$ cat config.mk
export PLATFORM = sky130hd
export DESIGN_NAME = rational_arith_reduce_flat
export DESIGN_NICKNAME = d
export VERILOG_FILES = /design/src/hdl/rar_pkg.sv /design/src/hdl/rar_in_if.sv /design/src/hdl/rar_out_if.sv /design/src/hdl/rar_alu.sv /design/src/hdl/rar_reduce.sv /design/src/hdl/rational_arith_reduce.sv /design/src/flat_wrapper.sv
export SDC_FILE = /design/constraint.sdc
export NUM_CORES = 2
export LEC_CHECK = 0
export ABC_AREA = 1
export ABC_CLOCK_PERIOD_IN_PS = 15000
export BUFFER_PORTS_ARGS = -buffer_cell sky130_fd_sc_hd__buf_2
export CAP_MARGIN = 20
export CORE_MARGIN = 1.5
export CORE_UTILIZATION = 53
export DETAILED_ROUTE_END_ITERATION = 8
export GPL_TIMING_DRIVEN = 0
export PLACE_DENSITY = 0.7
export SETUP_SLACK_MARGIN = 0.05
export SYNTH_ARGS = -nofsm -noshare
export SYNTH_HDL_FRONTEND = slang
export SYNTH_SLANG_ARGS = --single-unit
$ cat constraint.sdc
create_clock -name clk -period 15 [get_ports clk]
set_input_delay 3 -clock clk [delete_from_list [all_inputs] [get_ports clk]]
set_output_delay 3 -clock clk [all_outputs]
set_load 0.01 [all_outputs]
$ cat src/hdl/rar_pkg.sv
// ----------------------------------------------------------------------------
// rar_pkg
// Shared types and constants for the rational arithmetic reduction block.
// ----------------------------------------------------------------------------
package rar_pkg;

  localparam int OPERAND_WIDTH_DEF = 16;
  localparam int RES_NUM_W         = 33;
  localparam int RES_DEN_W         = 31;

  typedef enum logic [1:0] {
    OP_ADD = 2'd0,
    OP_SUB = 2'd1,
    OP_MUL = 2'd2,
    OP_DIV = 2'd3
  } rar_op_t;

  typedef enum logic [8:0] {
    S_IDLE = 9'b0_0000_0001,
    S_MULP = 9'b0_0000_0010,
    S_MULQ = 9'b0_0000_0100,
    S_MULD = 9'b0_0000_1000,
    S_SUM  = 9'b0_0001_0000,
    S_ABS  = 9'b0_0010_0000,
    S_GO   = 9'b0_0100_0000,
    S_RED  = 9'b0_1000_0000,
    S_FIN  = 9'b1_0000_0000
  } rar_top_state_t;

  typedef enum logic [7:0] {
    R_IDLE  = 8'b0000_0001,
    R_STRIP = 8'b0000_0010,
    R_XODD  = 8'b0000_0100,
    R_LOOP  = 8'b0000_1000,
    R_GSET  = 8'b0001_0000,
    R_DIVN  = 8'b0010_0000,
    R_DIVD  = 8'b0100_0000,
    R_DONE  = 8'b1000_0000
  } rar_red_state_t;

endpackage

$ cat src/hdl/rar_in_if.sv
// ----------------------------------------------------------------------------
// rar_in_if
// Operand channel: operation code and two signed fractions.
// ----------------------------------------------------------------------------
interface rar_in_if #(parameter int OPERAND_WIDTH = 16);
  logic                            valid;
  logic                            ready;
  logic [1:0]                      operation;
  logic signed [OPERAND_WIDTH-1:0] a_num;
  logic signed [OPERAND_WIDTH-1:0] a_den;
  logic signed [OPERAND_WIDTH-1:0] b_num;
  logic signed [OPERAND_WIDTH-1:0] b_den;

  modport source (output valid, operation, a_num, a_den, b_num, b_den, input ready);
  modport sink   (input valid, operation, a_num, a_den, b_num, b_den, output ready);
endinterface

$ cat src/hdl/rar_out_if.sv
// ----------------------------------------------------------------------------
// rar_out_if
// Result channel: reduced numerator, denominator and status.
// ----------------------------------------------------------------------------
interface rar_out_if;
  logic               valid;
  logic               ready;
  logic signed [32:0] res_num;
  logic [30:0]        res_den;
  logic               status;

  modport source (output valid, res_num, res_den, status, input ready);
  modport sink   (input valid, res_num, res_den, status, output ready);
endinterface

$ cat src/hdl/rar_alu.sv
// ----------------------------------------------------------------------------
// rar_alu
// Shared subtract and compare unit: difference and borrow of two words.
// ----------------------------------------------------------------------------
module rar_alu import rar_pkg::*; #(
  parameter int WIDTH = 2 * OPERAND_WIDTH_DEF + 1
) (
  input  logic [WIDTH-1:0] a,
  input  logic [WIDTH-1:0] b,
  output logic [WIDTH-1:0] diff,
  output logic             borrow
);

  assign {borrow, diff} = {1'b0, a} - {1'b0, b};

endmodule

$ cat src/hdl/rar_reduce.sv
// ----------------------------------------------------------------------------
// rar_reduce
// Binary GCD of two magnitudes, then restoring division of both by the GCD,
// all on one shared subtractor.
// ----------------------------------------------------------------------------
module rar_reduce import rar_pkg::*; #(
  parameter int MW = 2 * OPERAND_WIDTH_DEF
) (
  input  logic          clk,
  input  logic          rst_n,
  input  logic          start,
  input  logic [MW-1:0] nmag,
  input  logic [MW-1:0] dmag,
  output logic          done,
  output logic [MW-1:0] qn,
  output logic [MW-1:0] qd
);

  localparam int AW = MW + 1;
  localparam int SW = $clog2(MW);
  localparam int CW = $clog2(MW);

  rar_red_state_t state_r, state_nxt;

  logic [MW-1:0] x_r, y_r, g_r, rem_r, quo_r, qn_r, qd_r;
  logic [SW-1:0] sh_r;
  logic [CW-1:0] cnt_r;

  logic [AW-1:0] alu_a, alu_b, alu_diff;
  logic          alu_borrow;
  logic [MW-1:0] quo_step, rem_step;
  logic          cnt_last;

  rar_alu #(.WIDTH(AW)) u_alu (
    .a      (alu_a),
    .b      (alu_b),
    .diff   (alu_diff),
    .borrow (alu_borrow)
  );

  always_comb begin
    if (state_r == R_LOOP) begin
      alu_a = {1'b0, y_r};
      alu_b = {1'b0, x_r};
    end else begin
      alu_a = {rem_r, quo_r[MW-1]};
      alu_b = {1'b0, g_r};
    end
  end

  assign quo_step = {quo_r[MW-2:0], ~alu_borrow};
  assign rem_step = alu_borrow ? {rem_r[MW-2:0], quo_r[MW-1]} : alu_diff[MW-1:0];
  assign cnt_last = (cnt_r == '0);

  always_comb begin
    state_nxt = state_r;
    case (state_r)
      R_IDLE:  if (start) state_nxt = (nmag == '0) ? R_GSET : R_STRIP;
      R_STRIP: if (x_r[0] | y_r[0]) state_nxt = R_XODD;
      R_XODD:  if (x_r[0]) state_nxt = R_LOOP;
      R_LOOP:  if (y_r == '0) state_nxt = R_GSET;
      R_GSET:  state_nxt = R_DIVN;
      R_DIVN:  if (cnt_last) state_nxt = R_DIVD;
      R_DIVD:  if (cnt_last) state_nxt = R_DONE;
      R_DONE:  state_nxt = R_IDLE;
      default: state_nxt = R_IDLE;
    endcase
  end

  always_ff @(posedge clk) begin
    if (!rst_n) begin
      state_r <= R_IDLE;
    end else begin
      state_r <= state_nxt;
    end
  end

  always_ff @(posedge clk) begin
    case (state_r)
      R_IDLE: begin
        sh_r <= '0;
        if (nmag == '0) begin
          x_r <= dmag;
        end else begin
          x_r <= nmag;
        end
        y_r <= dmag;
      end
      R_STRIP: begin
        if (!(x_r[0] | y_r[0])) begin
          x_r  <= x_r >> 1;
          y_r  <= y_r >> 1;
          sh_r <= sh_r + 1'b1;
        end
      end
      R_XODD: begin
        if (!x_r[0]) x_r <= x_r >> 1;
      end
      R_LOOP: begin
        if (y_r != '0) begin
          if (!y_r[0]) begin
            y_r <= y_r >> 1;
          end else if (alu_borrow) begin
            x_r <= y_r;
            y_r <= x_r;
          end else begin
            y_r <= alu_diff[MW-1:0];
          end
        end
      end
      R_GSET: begin
        g_r   <= x_r << sh_r;
        quo_r <= nmag;
        rem_r <= '0;
        cnt_r <= CW'(MW - 1);
      end
      R_DIVN: begin
        if (cnt_last) begin
          qn_r  <= quo_step;
          quo_r <= dmag;
          rem_r <= '0;
          cnt_r <= CW'(MW - 1);
        end else begin
          cnt_r <= cnt_r - 1'b1;
          quo_r <= quo_step;
          rem_r <= rem_step;
        end
      end
      R_DIVD: begin
        cnt_r <= cnt_r - 1'b1;
        quo_r <= quo_step;
        rem_r <= rem_step;
        if (cnt_last) qd_r <= quo_step;
      end
      default: ;
    endcase
  end

  assign done = (state_r == R_DONE);
  assign qn   = qn_r;
  assign qd   = qd_r;

  a_start_idle: assert property (@(posedge clk) disable iff (!rst_n)
    start |-> state_r == R_IDLE)
    else $error("reduce started while busy");

  a_x_odd: assert property (@(posedge clk) disable iff (!rst_n)
    state_r == R_LOOP |-> x_r[0])
    else $error("even value in gcd subtract loop");

  a_den_nonzero: assert property (@(posedge clk) disable iff (!rst_n)
    state_r == R_DONE |-> qd_r != '0)
    else $error("reduced denominator is zero");

endmodule

$ cat src/hdl/rational_arith_reduce.sv
// ----------------------------------------------------------------------------
// rational_arith_reduce
// Signed fraction add, subtract, multiply and divide with GCD reduction.
// ----------------------------------------------------------------------------
// Sequence: products and sign handling, then a binary GCD of one shift, swap or
//   subtract a cycle and two 2*OPERAND_WIDTH-bit restoring divisions; a zero
//   numerator skips the GCD loop and a zero denominator skips the reduction.
// Throughput: one item at a time, ready again in the cycle after the result
//   register loads; a held result stalls the input.
// Reset: synchronous, active low; clears the sequencers and the result valid.
// ----------------------------------------------------------------------------
module rational_arith_reduce import rar_pkg::*; #(
  parameter int OPERAND_WIDTH = OPERAND_WIDTH_DEF
) (
  input  logic      clk,
  input  logic      rst_n,
  rar_in_if.sink    in_if,
  rar_out_if.source out_if
);

  localparam int W  = OPERAND_WIDTH;
  localparam int MW = 2 * W;
  localparam int NW = MW + 1;

  rar_top_state_t state_r, state_nxt;

  rar_op_t              op_r;
  logic signed [W-1:0]  an_r, ad_r, bn_r, bd_r;
  logic signed [MW-1:0] p_r, q_r, d_r;
  logic signed [NW-1:0] num_r;
  logic [MW-1:0]        nmag_r, dmag_r;
  logic                 neg_r, zero_r;

  logic                 out_valid_r, out_valid_nxt;
  logic signed [32:0]   out_num_r;
  logic [30:0]          out_den_r;
  logic                 out_status_r;

  logic                 in_fire, out_fire, out_load, red_start, red_done;
  logic signed [W-1:0]  mul_a, mul_b;
  logic signed [MW-1:0] prod;
  logic signed [NW-1:0] p_ext, q_ext, sum_c, fin_num;
  logic [MW-1:0]        red_qn, red_qd;
  logic                 fin_neg;

  assign in_fire     = in_if.valid & in_if.ready;
  assign out_fire    = out_valid_r & out_if.ready;
  assign out_load    = (state_r == S_FIN) & (~out_valid_r | out_if.ready);
  assign red_start   = (state_r == S_GO);
  assign in_if.ready = (state_r == S_IDLE);

  always_comb begin
    mul_a = an_r;
    mul_b = bd_r;
    case (state_r)
      S_MULP: mul_b = (op_r == OP_MUL) ? bn_r : bd_r;
      S_MULQ: begin
        mul_a = bn_r;
        mul_b = ad_r;
      end
      S_MULD: begin
        mul_a = ad_r;
        mul_b = (op_r == OP_DIV) ? bn_r : bd_r;
      end
      default: ;
    endcase
  end

  assign prod  = mul_a * mul_b;
  assign p_ext = NW'(p_r);
  assign q_ext = NW'(q_r);

  always_comb begin
    case (op_r)
      OP_ADD:  sum_c = p_ext + q_ext;
      OP_SUB:  sum_c = p_ext - q_ext;
      default: sum_c = p_ext;
    endcase
  end

  assign fin_neg = neg_r & (red_qn != '0);
  assign fin_num = fin_neg ? -$signed({1'b0, red_qn}) : $signed({1'b0, red_qn});

  always_comb begin
    state_nxt = state_r;
    case (state_r)
      S_IDLE:  if (in_fire) state_nxt = S_MULP;
      S_MULP:  state_nxt = (op_r == OP_ADD || op_r == OP_SUB) ? S_MULQ : S_MULD;
      S_MULQ:  state_nxt = S_MULD;
      S_MULD:  state_nxt = S_SUM;
      S_SUM:   state_nxt = S_ABS;
      S_ABS:   state_nxt = (d_r == '0) ? S_FIN : S_GO;
      S_GO:    state_nxt = S_RED;
      S_RED:   if (red_done) state_nxt = S_FIN;
      S_FIN:   if (out_load) state_nxt = S_IDLE;
      default: state_nxt = S_IDLE;
    endcase
  end

  always_comb begin
    out_valid_nxt = out_valid_r;
    if (out_load) begin
      out_valid_nxt = 1'b1;
    end else if (out_fire) begin
      out_valid_nxt = 1'b0;
    end
  end

  always_ff @(posedge clk) begin
    if (!rst_n) begin
      state_r     <= S_IDLE;
      out_valid_r <= 1'b0;
    end else begin
      state_r     <= state_nxt;
      out_valid_r <= out_valid_nxt;
    end
  end

  always_ff @(posedge clk) begin
    if (in_fire) begin
      op_r <= rar_op_t'(in_if.operation);
      an_r <= in_if.a_num;
      ad_r <= in_if.a_den;
      bn_r <= in_if.b_num;
      bd_r <= in_if.b_den;
    end
    case (state_r)
      S_MULP: p_r <= prod;
      S_MULQ: q_r <= prod;
      S_MULD: d_r <= prod;
      S_SUM:  num_r <= sum_c;
      S_ABS: begin
        nmag_r <= num_r[NW-1] ? MW'(-num_r) : MW'(num_r);
        dmag_r <= d_r[MW-1] ? MW'(-d_r) : MW'(d_r);
        neg_r  <= num_r[NW-1] ^ d_r[MW-1];
        zero_r <= (d_r == '0);
      end
      default: ;
    endcase
    if (out_load) begin
      if (zero_r) begin
        out_num_r    <= 33'(num_r);
        out_den_r    <= '0;
        out_status_r <= 1'b1;
      end else begin
        out_num_r    <= 33'(fin_num);
        out_den_r    <= 31'(red_qd);
        out_status_r <= 1'b0;
      end
    end
  end

  rar_reduce #(.MW(MW)) u_reduce (
    .clk   (clk),
    .rst_n (rst_n),
    .start (red_start),
    .nmag  (nmag_r),
    .dmag  (dmag_r),
    .done  (red_done),
    .qn    (red_qn),
    .qd    (red_qd)
  );

  assign out_if.valid   = out_valid_r;
  assign out_if.res_num = out_num_r;
  assign out_if.res_den = out_den_r;
  assign out_if.status  = out_status_r;

  a_accept_seq: assert property (@(posedge clk) disable iff (!rst_n)
    in_fire |=> state_r == S_MULP)
    else $error("operand transfer did not start the product sequence");

  a_start_nonzero: assert property (@(posedge clk) disable iff (!rst_n)
    red_start |-> d_r != '0)
    else $error("reduction started on a zero denominator");

  a_err_den: assert property (@(posedge clk) disable iff (!rst_n)
    out_valid_r && out_status_r |-> out_den_r == '0)
    else $error("error result with nonzero denominator");

endmodule
$ cat src/flat_wrapper.sv
// flat-port wrapper written by rule: the top's interface ports become plain ports
module rational_arith_reduce_flat import rar_pkg::*;
#(
  parameter int OPERAND_WIDTH = OPERAND_WIDTH_DEF
)
  (clk, rst_n, in_if_valid, in_if_operation, in_if_a_num, in_if_a_den, in_if_b_num, in_if_b_den, in_if_ready, out_if_valid, out_if_res_num, out_if_res_den, out_if_status, out_if_ready);
  rar_in_if #(.OPERAND_WIDTH(OPERAND_WIDTH)) in_if_i ();
  rar_out_if out_if_i ();
  input  logic clk;
  input  logic rst_n;
  input wire logic [$bits(in_if_i.valid)-1:0] in_if_valid;
  input wire logic [$bits(in_if_i.operation)-1:0] in_if_operation;
  input wire logic [$bits(in_if_i.a_num)-1:0] in_if_a_num;
  input wire logic [$bits(in_if_i.a_den)-1:0] in_if_a_den;
  input wire logic [$bits(in_if_i.b_num)-1:0] in_if_b_num;
  input wire logic [$bits(in_if_i.b_den)-1:0] in_if_b_den;
  output wire logic [$bits(in_if_i.ready)-1:0] in_if_ready;
  output wire logic [$bits(out_if_i.valid)-1:0] out_if_valid;
  output wire logic [$bits(out_if_i.res_num)-1:0] out_if_res_num;
  output wire logic [$bits(out_if_i.res_den)-1:0] out_if_res_den;
  output wire logic [$bits(out_if_i.status)-1:0] out_if_status;
  input wire logic [$bits(out_if_i.ready)-1:0] out_if_ready;
  assign in_if_i.valid = in_if_valid;
  assign in_if_i.operation = in_if_operation;
  assign in_if_i.a_num = in_if_a_num;
  assign in_if_i.a_den = in_if_a_den;
  assign in_if_i.b_num = in_if_b_num;
  assign in_if_i.b_den = in_if_b_den;
  assign in_if_ready = in_if_i.ready;
  assign out_if_valid = out_if_i.valid;
  assign out_if_res_num = out_if_i.res_num;
  assign out_if_res_den = out_if_i.res_den;
  assign out_if_status = out_if_i.status;
  assign out_if_i.ready = out_if_ready;
  rational_arith_reduce #(.OPERAND_WIDTH(OPERAND_WIDTH)) u_core (.clk(clk), .rst_n(rst_n), .in_if(in_if_i), .out_if(out_if_i));
endmodule
== Word-level counts from Yosys, hierarchy flattened ==
Cells that the tools add are included.

* Flip-flop bits (word level): 577
* Bits of input ports: 70
* Logic and storage cells: 153

* Bitwise gates (word level): 9
* Multiply operators: 1
* Equal/unequal tests: 34
* Multiplexer cells: 49
* Add/sub/neg operators: 8
* Reduce and logical (&&, ||, !) cells: 21
* Shifts and indexed selects: 1

{| class="wikitable"
|+ Operator list
! kind !! number
|-
| $mux 32 || 15
|-
| $pmux 32 s3 || 3
|-
| $pmux 32 s4 || 1
|-
| $mux 33 || 3
|-
| $logic_not 32->1 || 3
|-
| $pmux 9 s9 || 1
|-
| $pmux 33 s2 || 1
|-
| $neg 32->32 || 2
|-
| $reduce_bool 32->1 || 2
|-
| $pmux 8 s7 || 1
|-
| $mux 8 || 6
|-
| $pmux 16 s3 || 1
|-
| $mux 9 || 4
|-
| $sub 33x32->34 || 1
|-
| $add 32x32->33 || 1
|-
| $neg 32->33 || 1
|-
| $sub 32x32->33 || 1
|-
| $mul 16x16->32 || 1
|-
| $mux 16 || 2
|-
| $pmux 16 s2 || 1
|-
| $shl 32x5->32 || 1
|-
| $mux 31 || 1
|-
| $ne 2x2->1 const B || 9
|-
| $mux 5 || 3
|-
| other kinds (40) || 58
|}

== Logic depth before layout (Yosys ltp) ==
* Depth in word-level cells: 7
* Mapped depth: 37
* Gate-level depth less buffers: 36

== Hierarchy ==
From an unflattened synthesis, not the netlist that was laid out.

* Cell total of the unflattened synthesis: 5066
* Area, all modules: 43425.4 um^2

{| class="wikitable"
|+ By module, submodules not included
! module !! times used !! area each (um^2) !! cells an instance !! seq. area each (um^2)
|-
| rational_arith_reduce || 1 || 27680.3 || 2979 || 9989.6
|-
| rar_reduce || 1 || 13092.6 || 1510 || 7186.9
|-
| rar_alu || 1 || 2652.5 || 577 || 0.0
|}

== Least setup slack after synthesis ==
Ideal clock, no wire load.

* Path kind: reg-to-reg
* From: register u_core.state_r[4]
* To: register u_core.d_r[31] (data pin)
* Path slack: 7835 ps
* Buffers on the path: 0
* Period minus slack after synthesis: 7165 ps
* Cell stages (with the launch flop): 28
* Setup time: 170 ps
* Arrival time: 6995 ps
* Cells stage by stage: dfxtp_1 nor2_2 inv_1 nor2_4 nand3_2 inv_1 nor2_4 inv_4 o2111ai_2 nand2_2 nor2_2 fa_1 fa_1 inv_1 fa_1 fa_1 inv_1 fa_1 inv_1 fa_1 inv_1 ha_1 nand2_1 nor3_1 nand2_1 or2_2 nand3_1 xor2_1

* Cells in the longest elaborated chain, start to end: 3
* Elaborated cells on any way between the ends: 6

{| class="wikitable"
|+ Ends and longest elaborated chain
! element !! line !! text
|-
| start, declared || rational_arith_reduce.sv:25 || <nowiki>rar_top_state_t state_r, state_nxt;</nowiki>
|-
| start signal, assigned || rational_arith_reduce.sv:114 || <nowiki>state_r <= state_nxt;</nowiki>
|-
| $eq 9x4->1, or another cell as far along || rational_arith_reduce.sv:55 || <nowiki>case (state_r)</nowiki>
|-
| $pmux 16 s3 or $pmux 16 s2 (tied branches) || rational_arith_reduce.sv:55 ||
|-
| $mul 16x16->32 (*) || rational_arith_reduce.sv:69 || <nowiki>assign prod = mul_a * mul_b;</nowiki>
|-
| net u_core.prod[31] || rational_arith_reduce.sv:41 || <nowiki>logic signed [MW-1:0] prod;</nowiki>
|-
| end signal, assigned || rational_arith_reduce.sv:130 || <nowiki>S_MULD: d_r <= prod;</nowiki>
|-
| end, declared || rational_arith_reduce.sv:29 || <nowiki>logic signed [MW-1:0] p_r, q_r, d_r;</nowiki>
|}

The timed path passes the listed nets; every way through them passes the cells marked *.
A chain may end at the register's enable or synchronous reset.

== Final worst setup path ==
* From: register u_core.state_r[8]
* To: register u_core.d_r[31] (data pin)

The elaborated chain is that of the path after synthesis.

==> summary.md <==
| Metric | Value |
|---|---|
| Critical path class | `reg2reg` |
| Max Freq | `118 MHz` |
| Ports | `137` |
| Via density | `5.76` |
| Sequential area share after synthesis | `0.406` |
| Postcts setup bufs | `0` |
| Startpoint Class | `flop` |
| Die extent in x | `285 um` |
| Mux cell area share after synthesis | `0.00332` |
| Reg2Reg Depth | `29` |
| Hold Crit Class | `reg2reg` |
| FF-to-FF Start | `u_core.state_r[8]$_SDFFE_PN0P_` |
| CTS Hold Bufs | `0` |
| Die Ht | `285 um` |
| Most common cell after layout, fill and taps aside | `nand2_1` |
| Critical Path Slowest Stage Cell | `buf_2` |
| First-pass GRT wire length | `205 mm` |
| Layout cells sized above 1 | `0.0829` |
| Final-report hold violation count | `0` |
| Adder-cell share of the synthesized area | `0.170` |
| Final wirelength | `135 mm` |
| Rows | `103` |
| Maxcap violations | `0` |
| Mapped Nets | `5298` |
| EDFF count, synth | `559` |
| Antenna diodes | `0` |
| Hold path startpoint | `u_core.d_r[0]$_DFFE_PN_` |
| Period utilization | `0.563` |
| Slew headroom | `0.287` |
| Gp weighted congestion | `1.01` |
| Compound-cell area share of the yosys netlist | `0.105` |
| Flops & latches, synth | `577` |
| Grt ovf | `0` |
| Routed wire length on met2 | `64.3 mm` |
| Syn-to-layout area delta | `10.6%` |
| TritonCTS clock tree | `built` |
| Drt drc | `0` |
| Hold depth | `0` |
| Status | `finished, final reports clean` |
| Post-Synth XOR/XNOR Area | `0.0342` |
| CORE AREA | `0.0790 mm2` |
| Commonest cells after routing, fill and taps aside | `nand2_1 (960), inv_1 (732), edfxtp_1 (559)` |
| Initial core utilization | `0.535` |
| Endpoints failing setup | `0` |
| Post-DRT Antenna Nets | `0` |
| Number of max-slew violations in the final report | `0` |
| Critical path's top delay family | `adder cells` |
| Clock Path Buffers | `3` |
| DR pass1 iterations | `6` |
| Netlist area before placement | `0.0423 mm2` |
| Synth unique cells | `62` |
| Main synth FF type | `edfxtp_1` |
| CTS H-tree depth | `3` |
| Synth Area per Inst | `8.78 um2` |
| Number of global-route vias before repair | `34500` |
| Routed met3 length | `11.3 mm` |
| Largest family of logic cells by synthesized area | `simple AND/OR/NAND/NOR gates` |
| DRT iter0 DRCs | `4144` |
| RR Endpoint | `u_core.d_r[31]$_DFFE_PN_` |
| CTS resizes | `0` |
| Root Buffer Master | `clkbuf_16` |
| Yosys warns | `0` |
| Port Buffers | `136` |
| Cells after Synth | `4812` |
| RSZ-0062 raised after global routing | `no` |
| Final Net Count | `5516` |
| Clk_lat worst skew | `0.63 ns` |
| Worst Skew | `0.0344 ns` |
| Clock transition at path regs | `0.06 ns` |
| Fin crit period | `8.45 ns` |
| WP data required | `15.41 ns` |
| DR WL/cell | `22.0 um` |
| M1 WL | `53.2 mm` |
| Pin count of the biggest net entering global routing | `65` |
| TritonCTS buffer count | `66` |
| R2R Setup Slk | `6.56 ns` |
| Die area | `0.0814 mm2` |
| Least-Margin Pin Slew | `1.07 ns` |
| Detailed Place HPWL | `109 mm` |
| WP depth | `29` |
| Total GRT Usage | `0.335` |
| Critical path endpoint category | `flop` |
| Setup_tns | `0 ns` |
| Initial antenna violation count | `3` |
| WHS Endpoint | `u_core.dmag_r[0]$_DFFE_PN_` |
| Critical path peak fanout | `41` |
| Worst path bufs/invs | `9` |
| CP Data Arrival Time | `8.86 ns` |
| DR vias | `35300` |
| Post-synth ARST share | `0` |
| Peak per-stage delay on the critical path | `0.82 ns` |
| Top Metal Used | `met5` |
| Clock sink count | `577` |
| Post-Synth Simple-Gate Area | `0.197` |
==> worst max path at each step <==
stage	start	endpoint	slack, ns
2_1_floorplan	u_core.state_r[4]$_SDFFE_PN0P_	u_core.d_r[31]$_DFFE_PN_	7.84
3_3_place_gp	u_core.u_reduce.state_r[1]$_SDFFE_PN0P_	u_core.u_reduce.rem_r[30]$_SDFFCE_PP0P_	5.82
3_5_place_dp	u_core.state_r[8]$_SDFFE_PN0P_	u_core.q_r[31]$_DFFE_PN_	6.60
4_1_cts	u_core.state_r[8]$_SDFFE_PN0P_	u_core.p_r[31]$_DFFE_PP_	6.58
5_1_grt	u_core.state_r[8]$_SDFFE_PN0P_	u_core.p_r[31]$_DFFE_PP_	6.08
6_report	u_core.state_r[8]$_SDFFE_PN0P_	u_core.d_r[31]$_DFFE_PN_	6.56
==> cell usage after synthesis, types with 5 or more instances <==
library cell	n	area [um2]
nand2_1	961	3610
inv_1	734	2760
edfxtp_1	559	16800
nor2_1	507	1900
o21ai_0	313	1570
nand3_1	302	1510
fa_1	264	5290
a21oi_1	243	1220
ha_1	152	1900
xor2_1	100	876
clkbuf_1	81	304
xnor2_1	65	569
nor3_1	53	265
nand4_1	47	294
buf_2	42	210
o211ai_1	39	293
inv_2	31	116
nor4_1	27	169
o221ai_1	23	201
o21bai_1	21	158
dfxtp_1	18	360
mux2i_1	14	140
or2_2	14	87.6
buf_1	13	48.8
o31ai_1	12	90.1
a22o_1	11	96.3
a31oi_1	10	62.6
nand3b_1	10	75.1
nor2_4	10	113
o21ai_1	9	45.0
a21o_1	8	60.1
a22oi_1	8	60.1
buf_4	8	60.1
buf_6	8	90.1
nand2_2	8	50.1
a21oi_4	7	114
nor2_2	7	43.8
o22ai_1	7	43.8
a21boi_0	6	45.0
a21oi_2	6	52.6
and2_1	5	31.3
nand2_4	5	56.3
o2111ai_2	5	75.1
==> cell type report <==
type / count / area, um2
inverter: 770 / 2900
buffer: 152 / 714
sequential: 577 / 17100
clock inverter: 37 / 438
timing repair buffer: 150 / 948
fill: 7070 / 32300
multi-input combinational: 3313 / 21500
tap: 1050 / 1310
clock buffer: 79 / 1710
==> layer usage <==
layer	track usage	up-vias
met3	0.0509	311
met2	0.556	1714
met4	0.143	2
li1	-	16300
met5	0	-
met1	0.437	16900
==> per-stage QoR <==
stage          std cells  utilization  worst slack, ns  area, um2  hold slack, ns
2_1_floorplan       4812            -             7.84      42300           0.426
3_3_place_gp        5998        0.560             5.82      44200           0.432
3_5_place_dp        6012        0.564             6.60      44600           0.451
4_1_cts             6128        0.591             6.58      46700           0.468
5_1_grt             6128        0.591             6.08      46700           0.489
6_report            6128        0.591             6.56      46700           0.471
==> cell families (layout without fill, tap and decap cells) <==
logic type,after synthesis,count (layout)
AOI/OAI and AO/OA,752,752
xor gates and xnor gates,165,165
adders and majority gates,416,416
buffers and inverters,922,1188
DFF,577,577
muxes,14,14
and+or+nand+nor,1966,1966
Power is not shown: default switching activity piles up to over one toggle a cycle in this logic, so the estimate is an artifact.
